$ cat config.mk
export PLATFORM = sky130hd
export DESIGN_NAME = archive_name_and_data_descrambler_core
export DESIGN_NICKNAME = d
export VERILOG_FILES = /design/src/hw/rtl/ands_pkg.sv /design/src/hw/rtl/archive_name_and_data_descrambler_core.sv /design/src/hw/rtl/ands_ctrl.sv /design/src/hw/rtl/ands_dp.sv
export SDC_FILE = /design/constraint.sdc
export NUM_CORES = 2
export LEC_CHECK = 0
export BUFFER_PORTS_ARGS = -buffer_cell sky130_fd_sc_hd__clkbuf_2
export CAP_MARGIN = 10
export CORE_MARGIN = 2
export CORE_UTILIZATION = 60
export CTS_CLUSTER_SIZE = 40
export DETAILED_ROUTE_END_ITERATION = 16
export MAX_ROUTING_LAYER = met4
export PLACE_DENSITY = 0.77
export SLEW_MARGIN = 10
export SYNTH_ARGS = -nofsm -noshare
export SYNTH_HDL_FRONTEND = slang
export SYNTH_SLANG_ARGS = --single-unit
$ cat constraint.sdc
create_clock -name clk -period 7.7 [get_ports clk]
set_input_delay 0.385 -clock clk [delete_from_list [all_inputs] [get_ports clk]]
set_output_delay 0.385 -clock clk [all_outputs]
set_load 0.05 [all_outputs]
$ cat src/hw/rtl/ands_pkg.sv
package ands_pkg;

	// item function codes
	localparam logic [1:0] FUNC_LOAD  = 2'd0;
	localparam logic [1:0] FUNC_START = 2'd1;
	localparam logic [1:0] FUNC_NAME  = 2'd2;
	localparam logic [1:0] FUNC_DATA  = 2'd3;

	// configuration register indexes
	localparam int unsigned CFG_IDX_W = 3;
	localparam logic [CFG_IDX_W-1:0] CFG_NAME_KEY = 3'd0;
	localparam logic [CFG_IDX_W-1:0] CFG_BASE_KEY = 3'd1;
	localparam logic [CFG_IDX_W-1:0] CFG_KEY_ONE  = 3'd2;
	localparam logic [CFG_IDX_W-1:0] CFG_KEY_TWO  = 3'd3;
	localparam logic [CFG_IDX_W-1:0] CFG_ENCRYPT  = 3'd4;

	localparam logic [7:0] NAME_STEP = 8'hFC;

	// controller to datapath
	typedef struct packed {
		logic capture;    // latch the accepted item, read the table
		logic load;       // write one table entry
		logic start;      // open a new entry
		logic key1;       // first key products
		logic key2;       // final key product
		logic emit_name;  // register a name result
		logic emit_data;  // register a data result
	} cmd_t;

	// datapath to controller
	typedef struct packed {
		logic [1:0] func;
		logic       key_ready;
		logic       out_free;
	} sts_t;

	function automatic logic [7:0] byte_sum(input logic [31:0] w);
		byte_sum = w[7:0] + w[15:8] + w[23:16] + w[31:24];
	endfunction

endpackage

$ cat src/hw/rtl/archive_name_and_data_descrambler_core.sv
// Byte-serial entry descrambler.
// Input channel (in_valid/in_ready) carries one item: func selects a table
// load, an entry start, an encrypted name byte or a data byte. Loads and
// starts give no output; each name or data byte gives one output item
// (out_valid/out_ready) with out_kind 0 for name, 1 for data.
// Configuration channel (cfg_valid/cfg_ready) is always ready; write it only
// while no item is in flight.
// Sequencing: the block takes one item at a time, executing it in the EXEC
// state. Loads and starts complete there; a name or data byte result is
// registered on leaving EXEC if the output register is free, else from the
// EMIT state once it frees up. The next item is taken back in IDLE. The first
// data byte after a start derives the key through two registered 8x8 multiply
// steps (KEY1, KEY2) before its result is registered from EMIT.
// The table is a 256x8 memory with a registered read.
// Stalls: in_ready stays high while a finished result waits; a following
// byte is held in its last step until the output register frees up.
// Reset: state, configuration, entry and output-valid registers clear,
// encryption enabled; item latch and table contents are undefined until loaded.
module archive_name_and_data_descrambler_core #(
	parameter int unsigned MAX_NAME_LEN = 4095,
	parameter int unsigned WINDOW_BASE  = 4096
) (
	input  logic                            clk,
	input  logic                            arst_n,
	input  logic                            cfg_valid,
	output logic                            cfg_ready,
	input  logic [ands_pkg::CFG_IDX_W-1:0]  cfg_index,
	input  logic [31:0]                     cfg_data,
	input  logic                            in_valid,
	output logic                            in_ready,
	input  logic [1:0]                      func,
	input  logic [7:0]                      table_index,
	input  logic [7:0]                      in_byte,
	input  logic [31:0]                     entry_index,
	input  logic [31:0]                     entry_size,
	output logic                            out_valid,
	input  logic                            out_ready,
	output logic [7:0]                      out_byte,
	output logic                            out_kind
);
	import ands_pkg::*;

	cmd_t cmd;
	sts_t sts;

	assign cfg_ready = 1'b1;

	ands_ctrl u_ctrl (
		.clk      (clk),
		.arst_n   (arst_n),
		.in_valid (in_valid),
		.in_ready (in_ready),
		.sts      (sts),
		.cmd      (cmd)
	);

	ands_dp #(
		.MAX_NAME_LEN (MAX_NAME_LEN),
		.WINDOW_BASE  (WINDOW_BASE)
	) u_dp (
		.clk         (clk),
		.arst_n      (arst_n),
		.cfg_valid   (cfg_valid),
		.cfg_index   (cfg_index),
		.cfg_data    (cfg_data),
		.func        (func),
		.table_index (table_index),
		.in_byte     (in_byte),
		.entry_index (entry_index),
		.entry_size  (entry_size),
		.cmd         (cmd),
		.sts         (sts),
		.out_valid   (out_valid),
		.out_ready   (out_ready),
		.out_byte    (out_byte),
		.out_kind    (out_kind)
	);

	// a result is only registered into a free output slot
	a_emit_free: assert property (@(posedge clk) disable iff (!arst_n)
		(cmd.emit_name || cmd.emit_data) |-> (!out_valid || out_ready))
		else $error("result registered over a pending output item");

	// one item at a time
	a_one_item: assert property (@(posedge clk) disable iff (!arst_n)
		(in_valid && in_ready) |=> !in_ready)
		else $error("second item accepted while one is in flight");

	a_key_order: assert property (@(posedge clk) disable iff (!arst_n)
		cmd.key2 |-> $past(cmd.key1))
		else $error("final key step without first step");

	a_key_set: assert property (@(posedge clk) disable iff (!arst_n)
		cmd.key2 |=> sts.key_ready)
		else $error("key not marked ready after derivation");

endmodule

$ cat src/hw/rtl/ands_ctrl.sv
module ands_ctrl (
	input  logic            clk,
	input  logic            arst_n,
	input  logic            in_valid,
	output logic            in_ready,
	input  ands_pkg::sts_t  sts,
	output ands_pkg::cmd_t  cmd
);
	import ands_pkg::*;

	localparam logic [2:0] ST_IDLE = 3'd0;
	localparam logic [2:0] ST_EXEC = 3'd1;
	localparam logic [2:0] ST_KEY1 = 3'd2;
	localparam logic [2:0] ST_KEY2 = 3'd3;
	localparam logic [2:0] ST_EMIT = 3'd4;

	logic [2:0] state_q;
	logic [2:0] state_d;

	always_comb begin
		state_d  = state_q;
		cmd      = '0;
		in_ready = 1'b0;
		unique case (state_q)
			ST_IDLE: begin
				in_ready = 1'b1;
				if (in_valid) begin
					cmd.capture = 1'b1;
					state_d     = ST_EXEC;
				end
			end
			ST_EXEC: begin
				unique case (sts.func)
					FUNC_LOAD: begin
						cmd.load = 1'b1;
						state_d  = ST_IDLE;
					end
					FUNC_START: begin
						cmd.start = 1'b1;
						state_d   = ST_IDLE;
					end
					FUNC_NAME: begin
						if (sts.out_free) begin
							cmd.emit_name = 1'b1;
							state_d       = ST_IDLE;
						end else begin
							state_d = ST_EMIT;
						end
					end
					default: begin
						if (!sts.key_ready) begin
							state_d = ST_KEY1;
						end else if (sts.out_free) begin
							cmd.emit_data = 1'b1;
							state_d       = ST_IDLE;
						end else begin
							state_d = ST_EMIT;
						end
					end
				endcase
			end
			ST_KEY1: begin
				cmd.key1 = 1'b1;
				state_d  = ST_KEY2;
			end
			ST_KEY2: begin
				cmd.key2 = 1'b1;
				state_d  = ST_EMIT;
			end
			ST_EMIT: begin
				// wait here while the output register is still held
				if (sts.out_free) begin
					cmd.emit_name = (sts.func == FUNC_NAME);
					cmd.emit_data = (sts.func == FUNC_DATA);
					state_d       = ST_IDLE;
				end
			end
			default: begin
				state_d = ST_IDLE;
			end
		endcase
	end

	always_ff @(posedge clk or negedge arst_n) begin
		if (!arst_n) begin
			state_q <= ST_IDLE;
		end else begin
			state_q <= state_d;
		end
	end

endmodule

$ cat src/hw/rtl/ands_dp.sv
module ands_dp #(
	parameter int unsigned MAX_NAME_LEN = 4095,
	parameter int unsigned WINDOW_BASE  = 4096
) (
	input  logic                             clk,
	input  logic                             arst_n,
	input  logic                             cfg_valid,
	input  logic [ands_pkg::CFG_IDX_W-1:0]   cfg_index,
	input  logic [31:0]                      cfg_data,
	input  logic [1:0]                       func,
	input  logic [7:0]                       table_index,
	input  logic [7:0]                       in_byte,
	input  logic [31:0]                      entry_index,
	input  logic [31:0]                      entry_size,
	input  ands_pkg::cmd_t                   cmd,
	output ands_pkg::sts_t                   sts,
	output logic                             out_valid,
	input  logic                             out_ready,
	output logic [7:0]                       out_byte,
	output logic                             out_kind
);
	import ands_pkg::*;

	localparam int unsigned DATA_MAX = WINDOW_BASE + MAX_NAME_LEN;
	localparam int unsigned NCW      = $clog2(MAX_NAME_LEN + 1);
	localparam int unsigned DCW      = $clog2(DATA_MAX + 1);

	// configuration
	logic [31:0] name_key_q;
	logic [7:0]  base_key_q;
	logic [7:0]  key_one_q;
	logic [7:0]  key_two_q;
	logic        encrypt_q;

	// captured item
	logic [1:0]  func_q;
	logic [7:0]  table_index_q;
	logic [7:0]  in_byte_q;
	logic [31:0] entry_index_q;
	logic [7:0]  size_in_q;

	// entry state
	logic [7:0]     name_base_q;
	logic [NCW-1:0] name_count_q;
	logic [7:0]     name_sum_q;
	logic [7:0]     size_low_q;
	logic [7:0]     derived_key_q;
	logic           key_ready_q;
	logic [DCW-1:0] data_count_q;

	logic [7:0] perm_mem [256];
	logic [7:0] perm_rd_q;

	logic [7:0] prod_a_q;
	logic [7:0] prod_b_q;

	logic       out_valid_q;
	logic [7:0] out_byte_q;
	logic       out_kind_q;

	logic [7:0]     name_dec;
	logic [7:0]     data_res;
	logic [DCW-1:0] window_end;
	logic           in_window;

	assign name_dec   = in_byte_q + 8'(NAME_STEP * 8'(name_count_q)) - name_base_q;
	assign window_end = DCW'(WINDOW_BASE) + DCW'(name_count_q);
	assign in_window  = data_count_q < window_end;
	assign data_res   = (encrypt_q && in_window) ?
		8'(perm_rd_q - derived_key_q - 8'(data_count_q)) : in_byte_q;

	assign sts.func      = func_q;
	assign sts.key_ready = key_ready_q;
	assign sts.out_free  = !out_valid_q || out_ready;

	assign out_valid = out_valid_q;
	assign out_byte  = out_byte_q;
	assign out_kind  = out_kind_q;

	always_ff @(posedge clk or negedge arst_n) begin
		if (!arst_n) begin
			name_key_q <= '0;
			base_key_q <= '0;
			key_one_q  <= '0;
			key_two_q  <= '0;
			encrypt_q  <= 1'b1;
		end else if (cfg_valid) begin
			unique case (cfg_index)
				CFG_NAME_KEY: name_key_q <= cfg_data;
				CFG_BASE_KEY: base_key_q <= cfg_data[7:0];
				CFG_KEY_ONE:  key_one_q  <= cfg_data[7:0];
				CFG_KEY_TWO:  key_two_q  <= cfg_data[7:0];
				CFG_ENCRYPT:  encrypt_q  <= cfg_data[0];
				default: ;
			endcase
		end
	end

	// item latch, table and key products: no reset needed
	always_ff @(posedge clk) begin
		if (cmd.capture) begin
			func_q        <= func;
			table_index_q <= table_index;
			in_byte_q     <= in_byte;
			entry_index_q <= entry_index;
			size_in_q     <= entry_size[7:0];
			perm_rd_q     <= perm_mem[in_byte];
		end
		if (cmd.load) begin
			perm_mem[table_index_q] <= in_byte_q;
		end
		if (cmd.key1) begin
			prod_a_q <= 8'((base_key_q - name_sum_q) * 8'(name_count_q));
			prod_b_q <= 8'(key_one_q * key_two_q);
		end
	end

	always_ff @(posedge clk or negedge arst_n) begin
		if (!arst_n) begin
			name_base_q   <= '0;
			name_count_q  <= '0;
			name_sum_q    <= '0;
			size_low_q    <= '0;
			derived_key_q <= '0;
			key_ready_q   <= 1'b0;
			data_count_q  <= '0;
		end else begin
			if (cmd.start) begin
				name_base_q   <= byte_sum(name_key_q) + byte_sum(entry_index_q);
				size_low_q    <= size_in_q;
				name_count_q  <= '0;
				name_sum_q    <= '0;
				derived_key_q <= '0;
				key_ready_q   <= 1'b0;
				data_count_q  <= '0;
			end
			if (cmd.key2) begin
				derived_key_q <= 8'((prod_a_q + prod_b_q) * size_low_q);
				key_ready_q   <= 1'b1;
			end
			if (cmd.emit_name) begin
				name_sum_q <= name_sum_q + name_dec;
				if (name_count_q < NCW'(MAX_NAME_LEN)) begin
					name_count_q <= name_count_q + 1'b1;
				end
			end
			if (cmd.emit_data && data_count_q < DCW'(DATA_MAX)) begin
				data_count_q <= data_count_q + 1'b1;
			end
		end
	end

	always_ff @(posedge clk or negedge arst_n) begin
		if (!arst_n) begin
			out_valid_q <= 1'b0;
		end else if (cmd.emit_name || cmd.emit_data) begin
			out_valid_q <= 1'b1;
		end else if (out_ready) begin
			out_valid_q <= 1'b0;
		end
	end

	always_ff @(posedge clk) begin
		if (cmd.emit_name) begin
			out_byte_q <= name_dec;
			out_kind_q <= 1'b0;
		end else if (cmd.emit_data) begin
			out_byte_q <= data_res;
			out_kind_q <= 1'b1;
		end
	end

endmodule
==> results.md <==
- Worst min path class: in2reg
- Clk buf depth: 3
- Max-cap violations: 0
- Final period util: 69.4%
- Post-DP HPWL: 120 mm
- Leakage power total: 33.7 nW
- TNS Setup: 0 ns
- Syn Inst Count: 4466
- Die Y-Extent: 397 microns
- Cell area after layout: 0.103 sq mm
- Max IR drop VDD: 0.371 mV
- Relative slew slack: 12.7%
- Worst Setup Start Kind: register
- Main combinational cell family by area after synthesis: multiplexers
- Most frequent cells in the layout: 2138 x edfxtp_1, 680 x mux4_2, 302 x nor2_1
- Row cnt: 144
- Cell area after synthesis: 0.0926 sq mm
- Most common cell after layout, fill and taps aside: edfxtp_1
- CTS Buf Count: 214
- Root Buffer Master: clkbuf_16
- Post-cts resize count: 0
- Fillers: 9201
- Core ar.: 0.154 sq mm
- Vias after detailed routing: 45144
- Kind of critical path: reg2reg
- Layout Nets: 5063
- Mux contribution to synthesized area: 17.3%
- Tot GR Track Use: 28.2%
- # IOs: 134
- Critical Path Sink Type: register
- DR iter-0 viols: 5821
- Min Tclk post-route: 5.34 ns
- Layout area overhead: 11.4%
- Worst-Skew Late Latency: 0.86 ns
- Die area: 0.158 sq mm
- H-tree levels: 4
- Hold buffers post-CTS: 90
- Initial Util: 60.3%
- FMAX: 187 MHz
- Final count of hold timing violations: 0
- Largest net degree at the start of global routing: 258
- Routed Antenna Nets: 0
- Placed insts: 6467
- Power Total: 0.0327 W
- Ys flop type: edfxtp_1
- CP Data Required Time: 8.30 ns
- # setup viols final: 0
- Max Transition Viols Final: 0
- Outcome: complete, no violations
- RSZ-0062 raised after global routing: false
- CTS tree: yes
- Compound-Gate Fraction of Synth Area: 1.07%
- XOR/XNOR Fraction of Synth Area: 1.04%
- Layout cells sized above 1: 24.5%
- Fin cells: 6958
- Post-Syn Nets: 4799
- Asr flop ratio synth: 5.27%
- Worst-path clk slew: 0.07 ns
- Drt drc: 0
- Clk_skew: 0.0538 ns
- Drt wl/cell: 30.3 microns
- Sink Count: 2258
- Seq cells post-synth: 2258
- Total gr overflow: 0
- Setup bufs post-CTS: 0
- Ys Warns: 0
- Die X: 397 microns
- Worst-Margin Slew: 1.31 ns
- WP data arrival: 5.95 ns
- Routability Congestion: 0.839
- Crit-path max FO: 5
- Pwr/cell area: 317 mW/mm^2
- IO buf count: 108
- Area after DPL: 0.0955 sq mm
- Routed vias/inst: 6.49
- Seq/Total Area, Yosys: 72.6%
- Number of global-route vias before repair: 46534
- First-pass GRT wire length: 313 mm
- Syn Area/Cell: 20.7 sq um
- Post-Synth Adder-Cell Area: 3.63%
- R2R Setup Slk: 2.36 ns
- Routed WL: 211 mm
- Simple-Gate Fraction of Synth Area: 2.70%
- Initial antenna violation count: 8
- Yosys cell types: 53
- Number of flops mapped to enable cells by yosys: 2138
- Drt pass-1 iters: 6
-- power by group --
group | internal, W | total [W] | leakage [nW] | switching [W]
logic | 0.00322 | 0.00767 | 9.70 | 0.00445
registers | 0.0145 | 0.0148 | 20.8 | 0.000272
clock network | 0.00564 | 0.0102 | 3.27 | 0.00459
total | 0.0234 | 0.0327 | 33.7 | 0.00931
-- registers in the layout, indices dropped and copies added (netlist names), 2 cells and up --
signal and cells:
u_dp.name_count_q 12, u_dp.out_byte 8, u_dp.prod_a_q 8, u_dp.key_one_q 8, u_dp.data_count_q 13, u_dp.table_index_q 8, u_dp.in_byte_q 8, u_dp.perm_rd_q 8
u_dp.entry_index_q 32, u_dp.name_base_q 8, u_dp.func_q 2, u_dp.name_key_q 32, u_dp.prod_b_q 8, u_dp.size_in_q 8, u_dp.key_two_q 8, u_dp.derived_key_q 8
u_dp.perm_mem 2048, u_dp.size_low_q 8, u_dp.name_sum_q 8, u_ctrl.state_q 3, u_dp.base_key_q 8
-- cell usage after synthesis (3+ instances only) --
library cell | instances | area [sq um]
nor3_1 | 8 | 40.0
xnor2_1 | 83 | 727
fa_1 | 96 | 1920
nor4_1 | 3 | 18.8
nand3_1 | 39 | 195
and3_1 | 8 | 50.1
edfxtp_1 | 2138 | 64200
buf_2 | 53 | 265
o31ai_1 | 6 | 45.0
a21o_1 | 19 | 143
xor2_1 | 22 | 193
mux2i_1 | 8 | 80.1
o21bai_1 | 7 | 52.6
nor3b_1 | 4 | 30.0
a21oi_1 | 37 | 185
nor2_1 | 302 | 1130
buf_1 | 21 | 78.8
ha_1 | 115 | 1440
o21a_1 | 5 | 37.5
dfrtp_1 | 118 | 2950
o21ai_0 | 81 | 405
and2_1 | 52 | 325
inv_1 | 193 | 724
clkbuf_1 | 133 | 499
mux2_2 | 55 | 619
nand2b_1 | 13 | 81.3
nor2b_1 | 20 | 125
mux4_2 | 680 | 15300
nand2_1 | 115 | 432
-- final timing paths --
| kind | startpoint | to | cells past startpoint |
|---|---|---|---|
| min in group asynchronous | arst_n | u_dp.size_low_q[4] | 2 |
| max | u_dp.name_sum_q[1] | u_dp.prod_a_q[7] | 19 |
| max reg2reg | u_dp.name_sum_q[1] | u_dp.prod_a_q[7] | 19 |
| min | in_byte[5] | u_dp.in_byte_q[5] | 1 |
| min reg2reg | u_dp.size_in_q[7] | u_dp.size_low_q[7] | 1 |
| max in group asynchronous | arst_n | u_dp.name_key_q[21] | 3 |
-- cell type report --
class / instances / area [sq um] / area share (%)
Multi-Input combinational cell: 1806 / 23900 / 23.1
Sequential cell: 2258 / 67200 / 65.1
Inverter: 193 / 724 / 0.702
Tap cell: 2044 / 2560 / 2.48
Clock inverter: 114 / 1130 / 1.10
Antenna cell: 5 / 12.5 / 0.0121
Timing Repair Buffer: 257 / 2090 / 2.03
Clock buffer: 281 / 5630 / 5.45
-- per-layer routing --
layer	wire, microns	global-route usage [%]
met5	0	-
met4	6830	8.44
met1	78600	37.8
met3	19500	5.45
met2	106000	44.7
-- cell families after synthesis --
| kind of cell | count (synthesis) |
|---|---|
| flops | 2258 |
| compound gates | 171 |
| simple gates | 573 |
| xor+xnor | 107 |
| other cells | 1 |
| mux | 743 |
| fa+ha+maj | 211 |
| buf+inv | 402 |
-- through the flow --
stage | hold WS, ns | utilization [%] | worst slack (ns)
global placement | 0.439 | 62.1 | 2.41
finish | 0.0580 | 67.1 | 2.36
global route | 0.0580 | 67.1 | 2.03
CTS | 0.00606 | 67.1 | 2.37
floorplan | 0.0894 | - | 1.43
detailed placement | 0.460 | 62.1 | 2.37
-- worst max-delay path, stage by stage (launching register included) --
cell     delay [ns]
dfrtp_1        0.42
inv_1          0.11
ha_1           0.30
a21o_1         0.16
a21oi_1        0.23
xnor2_1        0.21
and2_1         0.23
fa_1           0.41
inv_1          0.07
fa_1           0.44
fa_1           0.51
fa_1           0.49
inv_1          0.04
ha_1           0.30
a21oi_1        0.20
xnor2_1        0.16
xnor2_1        0.15
xnor2_1        0.14
xnor3_1        0.42
xnor2_1        0.13
Power figures use the tool's default switching activity.
